### src/hw/rtl/lphs_pkg.sv
`default_nettype none

package lphs_pkg;

  // default sizes of the table
  localparam int unsigned DEF_TABLE_DEPTH = 256;
  localparam int unsigned DEF_KEY_WIDTH   = 32;

  // multiplicative hash constant
  localparam logic [31:0] HASH_MULT = 32'h9e37_79b1;

  // request commands
  localparam logic [1:0] CMD_INSERT = 2'd0;
  localparam logic [1:0] CMD_DELETE = 2'd1;
  localparam logic [1:0] CMD_LOOKUP = 2'd2;
  localparam logic [1:0] CMD_NONE   = 2'd3;

  // result status codes
  localparam logic [2:0] ST_ADDED     = 3'd0;
  localparam logic [2:0] ST_PRESENT   = 3'd1;
  localparam logic [2:0] ST_FULL      = 3'd2;
  localparam logic [2:0] ST_FOUND     = 3'd3;
  localparam logic [2:0] ST_NOT_FOUND = 3'd4;
  localparam logic [2:0] ST_REMOVED   = 3'd5;

  // request and result payloads
  typedef struct packed {
    logic [1:0]  command;
    logic [31:0] key_value;
  } req_t;

  typedef struct packed {
    logic [2:0] status;
    logic [8:0] entry_total;
  } rsp_t;

  // slot write operations
  typedef enum logic [1:0] {
    WR_NONE,
    WR_INSERT,
    WR_FREE,
    WR_MOVE
  } wr_op_e;

  // controller to datapath commands
  typedef struct packed {
    logic       load_key;
    logic       hash_en;
    logic       hash_rd;
    logic       load_home;
    logic       rd_en;
    logic       idx_inc;
    logic       load_j;
    logic       cnt_inc;
    logic       cnt_dec;
    wr_op_e     wr_op;
    logic       emit;
    logic [2:0] status;
  } ctrl_t;

  // datapath to controller status
  typedef struct packed {
    logic rd_valid;
    logic key_match;
    logic fill_full;
    logic idx_last;
    logic stay;
  } stat_t;

  // fold a key down to 32 bits before the multiply
  function automatic logic [31:0] hash_fold(input logic [63:0] k);
    return k[31:0] ^ k[63:32] ^ {k[47:32], k[63:48]};
  endfunction

endpackage

`default_nettype wire

### src/hw/rtl/lphs_ctrl.sv
`default_nettype none

module lphs_ctrl (
  input  logic            clk_i,
  input  logic            rst_ni,
  input  logic            start_i,
  input  logic [1:0]      command_i,
  input  lphs_pkg::stat_t stat_i,
  output lphs_pkg::ctrl_t ctrl_o,
  output logic            busy_o
);
  import lphs_pkg::*;

  localparam logic [3:0] S_CLEAR = 4'd0;
  localparam logic [3:0] S_IDLE  = 4'd1;
  localparam logic [3:0] S_HOME  = 4'd2;
  localparam logic [3:0] S_RD    = 4'd3;
  localparam logic [3:0] S_CHK   = 4'd4;
  localparam logic [3:0] S_SRD   = 4'd5;
  localparam logic [3:0] S_SCHK  = 4'd6;
  localparam logic [3:0] S_SDEC  = 4'd7;
  localparam logic [3:0] S_SCLR  = 4'd8;

  logic [3:0] state_q, state_d;
  logic [1:0] cmd_q, cmd_d;
  logic       hit, miss;
  ctrl_t      ctrl;

  assign hit  = stat_i.rd_valid && stat_i.key_match;
  assign miss = !stat_i.rd_valid;

  // next state and command decode
  always_comb begin
    state_d = state_q;
    cmd_d   = cmd_q;
    ctrl    = '0;
    case (state_q)
      // sweep every slot to empty after reset
      S_CLEAR: begin
        ctrl.wr_op   = WR_FREE;
        ctrl.idx_inc = 1'b1;
        if (stat_i.idx_last) begin
          state_d = S_IDLE;
        end
      end
      // take a request and hash its key, or answer command three directly
      S_IDLE: begin
        if (start_i) begin
          if (command_i == CMD_NONE) begin
            ctrl.emit   = 1'b1;
            ctrl.status = ST_NOT_FOUND;
          end else begin
            ctrl.load_key = 1'b1;
            ctrl.hash_en  = 1'b1;
            cmd_d         = command_i;
            state_d       = S_HOME;
          end
        end
      end
      S_HOME: begin
        ctrl.load_home = 1'b1;
        state_d        = S_RD;
      end
      // probe loop
      S_RD: begin
        ctrl.rd_en = 1'b1;
        state_d    = S_CHK;
      end
      S_CHK: begin
        if (!hit && !miss) begin
          ctrl.idx_inc = 1'b1;
          state_d      = S_RD;
        end else begin
          case (cmd_q)
            CMD_INSERT: begin
              ctrl.emit = 1'b1;
              state_d   = S_IDLE;
              if (hit) begin
                ctrl.status = ST_PRESENT;
              end else if (stat_i.fill_full) begin
                ctrl.status = ST_FULL;
              end else begin
                ctrl.wr_op   = WR_INSERT;
                ctrl.cnt_inc = 1'b1;
                ctrl.status  = ST_ADDED;
              end
            end
            CMD_DELETE: begin
              if (hit) begin
                ctrl.wr_op   = WR_FREE;
                ctrl.load_j  = 1'b1;
                ctrl.idx_inc = 1'b1;
                ctrl.cnt_dec = 1'b1;
                state_d      = S_SRD;
              end else begin
                ctrl.emit   = 1'b1;
                ctrl.status = ST_NOT_FOUND;
                state_d     = S_IDLE;
              end
            end
            CMD_LOOKUP: begin
              ctrl.emit   = 1'b1;
              ctrl.status = hit ? ST_FOUND : ST_NOT_FOUND;
              state_d     = S_IDLE;
            end
            default: begin
              ctrl.emit   = 1'b1;
              ctrl.status = ST_NOT_FOUND;
              state_d     = S_IDLE;
            end
          endcase
        end
      end
      // backward shift after a delete
      S_SRD: begin
        ctrl.rd_en = 1'b1;
        state_d    = S_SCHK;
      end
      S_SCHK: begin
        if (!stat_i.rd_valid) begin
          ctrl.emit   = 1'b1;
          ctrl.status = ST_REMOVED;
          state_d     = S_IDLE;
        end else begin
          ctrl.hash_en = 1'b1;
          ctrl.hash_rd = 1'b1;
          state_d      = S_SDEC;
        end
      end
      S_SDEC: begin
        if (stat_i.stay) begin
          ctrl.idx_inc = 1'b1;
          state_d      = S_SRD;
        end else begin
          ctrl.wr_op  = WR_MOVE;
          ctrl.load_j = 1'b1;
          state_d     = S_SCLR;
        end
      end
      S_SCLR: begin
        ctrl.wr_op   = WR_FREE;
        ctrl.idx_inc = 1'b1;
        state_d      = S_SRD;
      end
      default: begin
        state_d = S_IDLE;
      end
    endcase
  end

  // state registers
  always_ff @(posedge clk_i or negedge rst_ni) begin
    if (!rst_ni) begin
      state_q <= S_CLEAR;
      cmd_q   <= CMD_LOOKUP;
    end else begin
      state_q <= state_d;
      cmd_q   <= cmd_d;
    end
  end

  assign ctrl_o = ctrl;
  assign busy_o = (state_q != S_IDLE);

endmodule

`default_nettype wire

### config.mk
export PLATFORM = sky130hd
export DESIGN_NAME = lphs_ctrl
export DESIGN_NICKNAME = d
export VERILOG_FILES = /design/src/hw/rtl/lphs_pkg.sv /design/src/hw/rtl/lphs_ctrl.sv
export SDC_FILE = /design/constraint.sdc
export NUM_CORES = 1
export LEC_CHECK = 0
export BUFFER_PORTS_ARGS = -buffer_cell sky130_fd_sc_hd__clkbuf_2
export CORE_MARGIN = 2
export CORE_UTILIZATION = 41
export CTS_CLUSTER_DIAMETER = 60
export CTS_CLUSTER_SIZE = 30
export DETAILED_ROUTE_END_ITERATION = 16
export HOLD_SLACK_MARGIN = 0.03
export PLACE_DENSITY = 0.7
export SYNTH_ARGS = -nofsm -noshare
export SYNTH_HDL_FRONTEND = slang
export SYNTH_SLANG_ARGS = --single-unit
### constraint.sdc
create_clock -name clk_i -period 1.3 [get_ports clk_i]
set_input_delay 0.195 -clock clk_i [delete_from_list [all_inputs] [get_ports clk_i]]
set_output_delay 0.195 -clock clk_i [all_outputs]
set_load 0.01 [all_outputs]
[Word-level counts from Yosys, hierarchy flattened]
Index checks and enable logic that the tools add are counted.
Storage, ports and cells
  bits in registers: 6
  logic and storage cells: 72
  bits of input ports: 10
  output and inout port bits: 16
Operators by class
  muxes and demuxes: 45
  bitwise logic cells: 1
  reduce and logical (&&, ||, !) cells: 9
  equal/unequal tests: 15
Operators by type and width (number)
  $pmux 4 s9: 1
  $mux 4: 8
  $pmux 4 s3: 2
  $mux 2: 9
  $mux 3: 6
  $eq 4x3->1 const B: 4
  $mux 1: 13
  $mux 9: 1
  $eq 4x2->1 const B: 2
  $ne 2x2->1 const B: 3
  $pmux 2 s3: 1
  $reduce_and 3->1: 2
  $eq 2x2->1 const B: 2
  $eq 4x1->1 const B: 1
  $eq 4x4->1 const B: 1
  $logic_not 4->1: 1
  $ne 4x1->1 const B: 1
  $pmux 1 s2: 2
  $pmux 2 s2: 1
  $reduce_or 2->1: 2
  $pmux 1 s3: 1
  $eq 2x1->1 const B: 1
  $logic_and 1x1->1: 2
  $logic_not 2->1: 1
  other kinds (2): 2

[Depth between registers and ports, before layout]
  word-level depth: 5
  depth in mapped cells: 5
  mapped depth without buffers: 4

[Worst setup path after synthesis]
Ideal clock, no wire load.
  kind: reg-to-output
  from: reg state_q[3]
  to: out ctrl_o[3] in the netlist's numbering
  data arrival time: 1226 ps
  stages on the path, launching flop included: 6
  data required time: 1105 ps
  path buffers: 1
  path slack: -121 ps
  cells stage by stage: dfrtp_1 > buf_6 > nor4b_4 > nand2_1 > o32a_1 > o21ai_1
RTL lines
  from (decl): RTL line lphs_ctrl.sv:24  | logic [3:0] state_q, state_d;
  from (signal assigned): RTL line lphs_ctrl.sv:157  | state_q <= state_d;
  to (decl): RTL line lphs_ctrl.sv:9  | output lphs_pkg::ctrl_t ctrl_o,

==> qor.yml <==
timing:
  fmax_ghz: 0.521
  worstMarginPinSlew_ns: 0.282
  fin_crit_ns: 1.92
  final.setup.tns_ns: -7.90
  setup_violations: 22
  hold_violations: 0
  slew_violations: 0
  skew_ns: 0.00494
  slew_headroom: 0.811
  grt_setup_unrepaired: "true"
  timing.final.crit_share: 1.48
  setup_ws_ns: -0.620
power:
  p_switching_mw: 1.32
  max-vdd-ir-drop_mv: 1.82
  internal_portion_of_total_power_mw: 1.60
  power-per-cell-area_nw_per_um2: 2230
  switching_share: 0.452
  leak_pwr_nw: 0.626
  p_clk_frac: 0.061
  power.sequential.fraction: 0.153
  share_comb_of_total_power: 0.786
yosys:
  synth.top_cells.by_area: "sky130_fd_sc_hd__dfrtp_1 (21%), sky130_fd_sc_hd__nor2_1 (6.2%), sky130_fd_sc_hd__nand2_1 (4.9%)"
  synth.yosys.seq_area_share: 0.249
  async_set_or_reset_flop_fraction_in_the_synthesized_netlist: 1.00
  ys.warnings.count: 0
  synth-seq-cells: 6
  synth.avg_cell_area_sq_um: 7.80
  post-synth-top-area-cell: "sky130_fd_sc_hd__dfrtp_1"
  synth-edff-count: 0
  mappedNetlistArea_sq_um: 608
  synth.most_common_cell: "sky130_fd_sc_hd__nor2_1"
  synth_cell_type_count: 38
  synth_top_cells_by_count: "sky130_fd_sc_hd__nor2_1 (10), sky130_fd_sc_hd__nand2_1 (8), sky130_fd_sc_hd__a21oi_1 (5), sky130_fd_sc_hd__dfrtp_1 (5)"
  yosys.area.top_type_share: 0.206
  netlist_instances: 78
  synth_flop_cell: "sky130_fd_sc_hd__dfrtp_1"
  mappedNetlistNets: 88
cts:
  cts.reportedPaths.clkPinSlew_ns: 0.05
  tritoncts_clock_tree: "done"
  cts-buffers-inserted: 3
  clock_path_buffers: 2
  clock-root-buffer: "sky130_fd_sc_hd__clkbuf_4"
  cts-htree-levels: 1
  clock_latency_ns: 0.24
  cts_sinks: 6
routing:
  dr_total_vias: 990
  1st_pass_router_iterations: 4
  routed_wire_length_per_instance_microns: 23.5
  drcViolationCount: 0
  viasPerCell: 6.43
  postRouteAntennaNets: 0
  first_iter_violations: 51
  routed_wire_length_microns: 3620
final_layout:
  finish.utilization: 0.969
  fin_nets: 150
  drive_above_1_share: 0.748
  antenna-diode-count: 0
  areaGrowthSynthToFinish_pct: 115
  final.fill_count: 24
  final-instance-count-excl-fill: 154
grt:
  grt_max_degree: 10
  first_global_vias: 855
  overflow: 0
  grt.total_usage: 0.278
  wire_length_of_the_first_global_routing_pass_microns: 3770
  number_of_antenna_violations_at_the_first_check_in_global_routing: 0
worst_setup_path:
  critical_path_required_ns: 1.11
  timing_worst_setup_path_type: "reg -> out"
  critical_path.endpoint_type: "primary output"
  crit-reg2reg-launch: "state_q[3]$_DFFE_PN0P_"
  setup.reg_to_reg.worst_slack_ns: -0.51
  cp.arrival_ns: 1.72
  critical_path.reg2reg.endpoint: "cmd_q[0]$_DFFE_PN0P_"
  worst-r2r-cell-count: 9
  cp_max_fo: 5
  worstSetupStartpointType: "flip-flop"
min_path:
  hold_start: "command_i[0]"
  holdCritPathClass: "in -> reg"
  holdPathStages: 2
  hold_end: "cmd_q[0]$_DFFE_PN0P_"
floorplanning:
  floorplan.die.width_microns: 42.5
  core_sq_um: 1350
  floorplan.rows: 13
  start_util: 0.450
  die_area_sq_um: 1810
  floorplan.io_pins: 26
  height_of_the_die_microns: 42.5
job:
  timing.max_cap.violations: 0
placement:
  placed_wire_length_estimate_after_detailed_placement_microns: 1460
  routability_cong: 0.865
  port_buffer_count: 25
  dpl.cell_count: 136
run_status:
  run_status: "complete, but fails checks"
  violations: "negative setup slack"
[area by class of cell]
type                    count  area (sq um)  area share
clock buffers               4          26.3      0.0201
repair buffers             61           485       0.371
inverters                   4          17.5      0.0134
multi-input cells          64           606       0.463
flip-flops and latches      6           155       0.119
well taps                  15          18.8      0.0143
[power groups by stage]
stage                     clock network, mW  logic [mW]  registers [mW]
final                                 0.178        2.30           0.447
after global routing                  0.193        2.39           0.447
after CTS                             0.192        1.69           0.413
after detailed placement                  0        1.34           0.393
after global placement                    0        1.33           0.382
after floorplan                           0       0.763           0.400
[registers in the layout, summed over array words and instances (netlist names)]
name	cells
cmd_q	2
state_q	4
[per-stage QoR]
step	instance area, sq um	total power [mW]	hold slack (ns)	setup WS [ns]
after floorplan	651	1.16	-0.101	-0.0636
after global placement	931	1.71	0.0192	-0.287
after detailed placement	931	1.74	0.0248	-0.275
after CTS	1140	2.29	0.216	-0.482
after global routing	1310	3.03	0.274	-0.691
final	1310	2.92	0.272	-0.620
[cells in the final DEF, fill, tap and decap left out, types with 2 or more instances in the layout]
| cell | count |
|---|---|
| sky130_fd_sc_hd__o21ai_2 | 2 |
| sky130_fd_sc_hd__buf_6 | 20 |
| sky130_fd_sc_hd__and2_1 | 2 |
| sky130_fd_sc_hd__o31ai_2 | 2 |
| sky130_fd_sc_hd__nand2_2 | 2 |
| sky130_fd_sc_hd__a21oi_1 | 4 |
| sky130_fd_sc_hd__nand2b_4 | 4 |
| sky130_fd_sc_hd__clkbuf_2 | 11 |
| sky130_fd_sc_hd__nor2_1 | 5 |
| sky130_fd_sc_hd__nand2_1 | 5 |
| sky130_fd_sc_hd__dfrtp_2 | 3 |
| sky130_fd_sc_hd__o22a_1 | 2 |
| sky130_fd_sc_hd__dfrtp_1 | 2 |
| sky130_fd_sc_hd__nor2_2 | 4 |
| sky130_fd_sc_hd__buf_4 | 20 |
| sky130_fd_sc_hd__nor3b_2 | 2 |
| sky130_fd_sc_hd__buf_2 | 9 |
| sky130_fd_sc_hd__clkbuf_4 | 3 |
| sky130_fd_sc_hd__inv_1 | 2 |
| sky130_fd_sc_hd__nor4b_4 | 2 |
[logic make-up after synthesis]
group | share of synthesized area
XOR/XNOR | 0.0144
buffers and inverters | 0.0720
AND/OR/NAND/NOR | 0.387
AO/OA/AOI/OAI | 0.278
flip-flops | 0.249
[metal layers]
metal | GRT usage | up-vias | wire length [microns]
li1 | - | 412 | -
met1 | 0.322 | 465 | 1320
met2 | 0.483 | 82 | 1660
met3 | 0.0388 | 31 | 361
met4 | 0.156 | 0 | 268
met5 | 0 | - | 0
[worst max-delay path, cell delays in order, from the launching register on]
cell	delay (ns)
sky130_fd_sc_hd__dfrtp_1	0.44
sky130_fd_sc_hd__buf_6	0.15
sky130_fd_sc_hd__nor4b_4	0.28
sky130_fd_sc_hd__nand2_2	0.12
sky130_fd_sc_hd__o32a_1	0.23
sky130_fd_sc_hd__o31ai_2	0.08
sky130_fd_sc_hd__buf_2	0.18
[what timing repair did]
action                                 4_1_cts  5_1_grt
hold buffers                                 1        0
pin swaps                                    8        8
setup endpoints to repair                   20       22
endpoints found under the hold margin        6        0
resized for setup                           28       45
buffers inserted                            12        6
[worst max-delay path by stage]
stage,start,to,slack [ns],cells past startpoint
after global routing,state_q[3]$_DFFE_PN0P_,ctrl_o[2],-0.69,6
after CTS,state_q[3]$_DFFE_PN0P_,ctrl_o[2],-0.48,6
after global placement,state_q[3]$_DFFE_PN0P_,ctrl_o[2],-0.29,5
after detailed placement,state_q[3]$_DFFE_PN0P_,ctrl_o[2],-0.27,5
final,state_q[3]$_DFFE_PN0P_,ctrl_o[2],-0.62,6
after floorplan,state_q[3]$_DFFE_PN0P_,ctrl_o[2],-0.06,5
No activity file was read; power rests on OpenSTA's default activity.
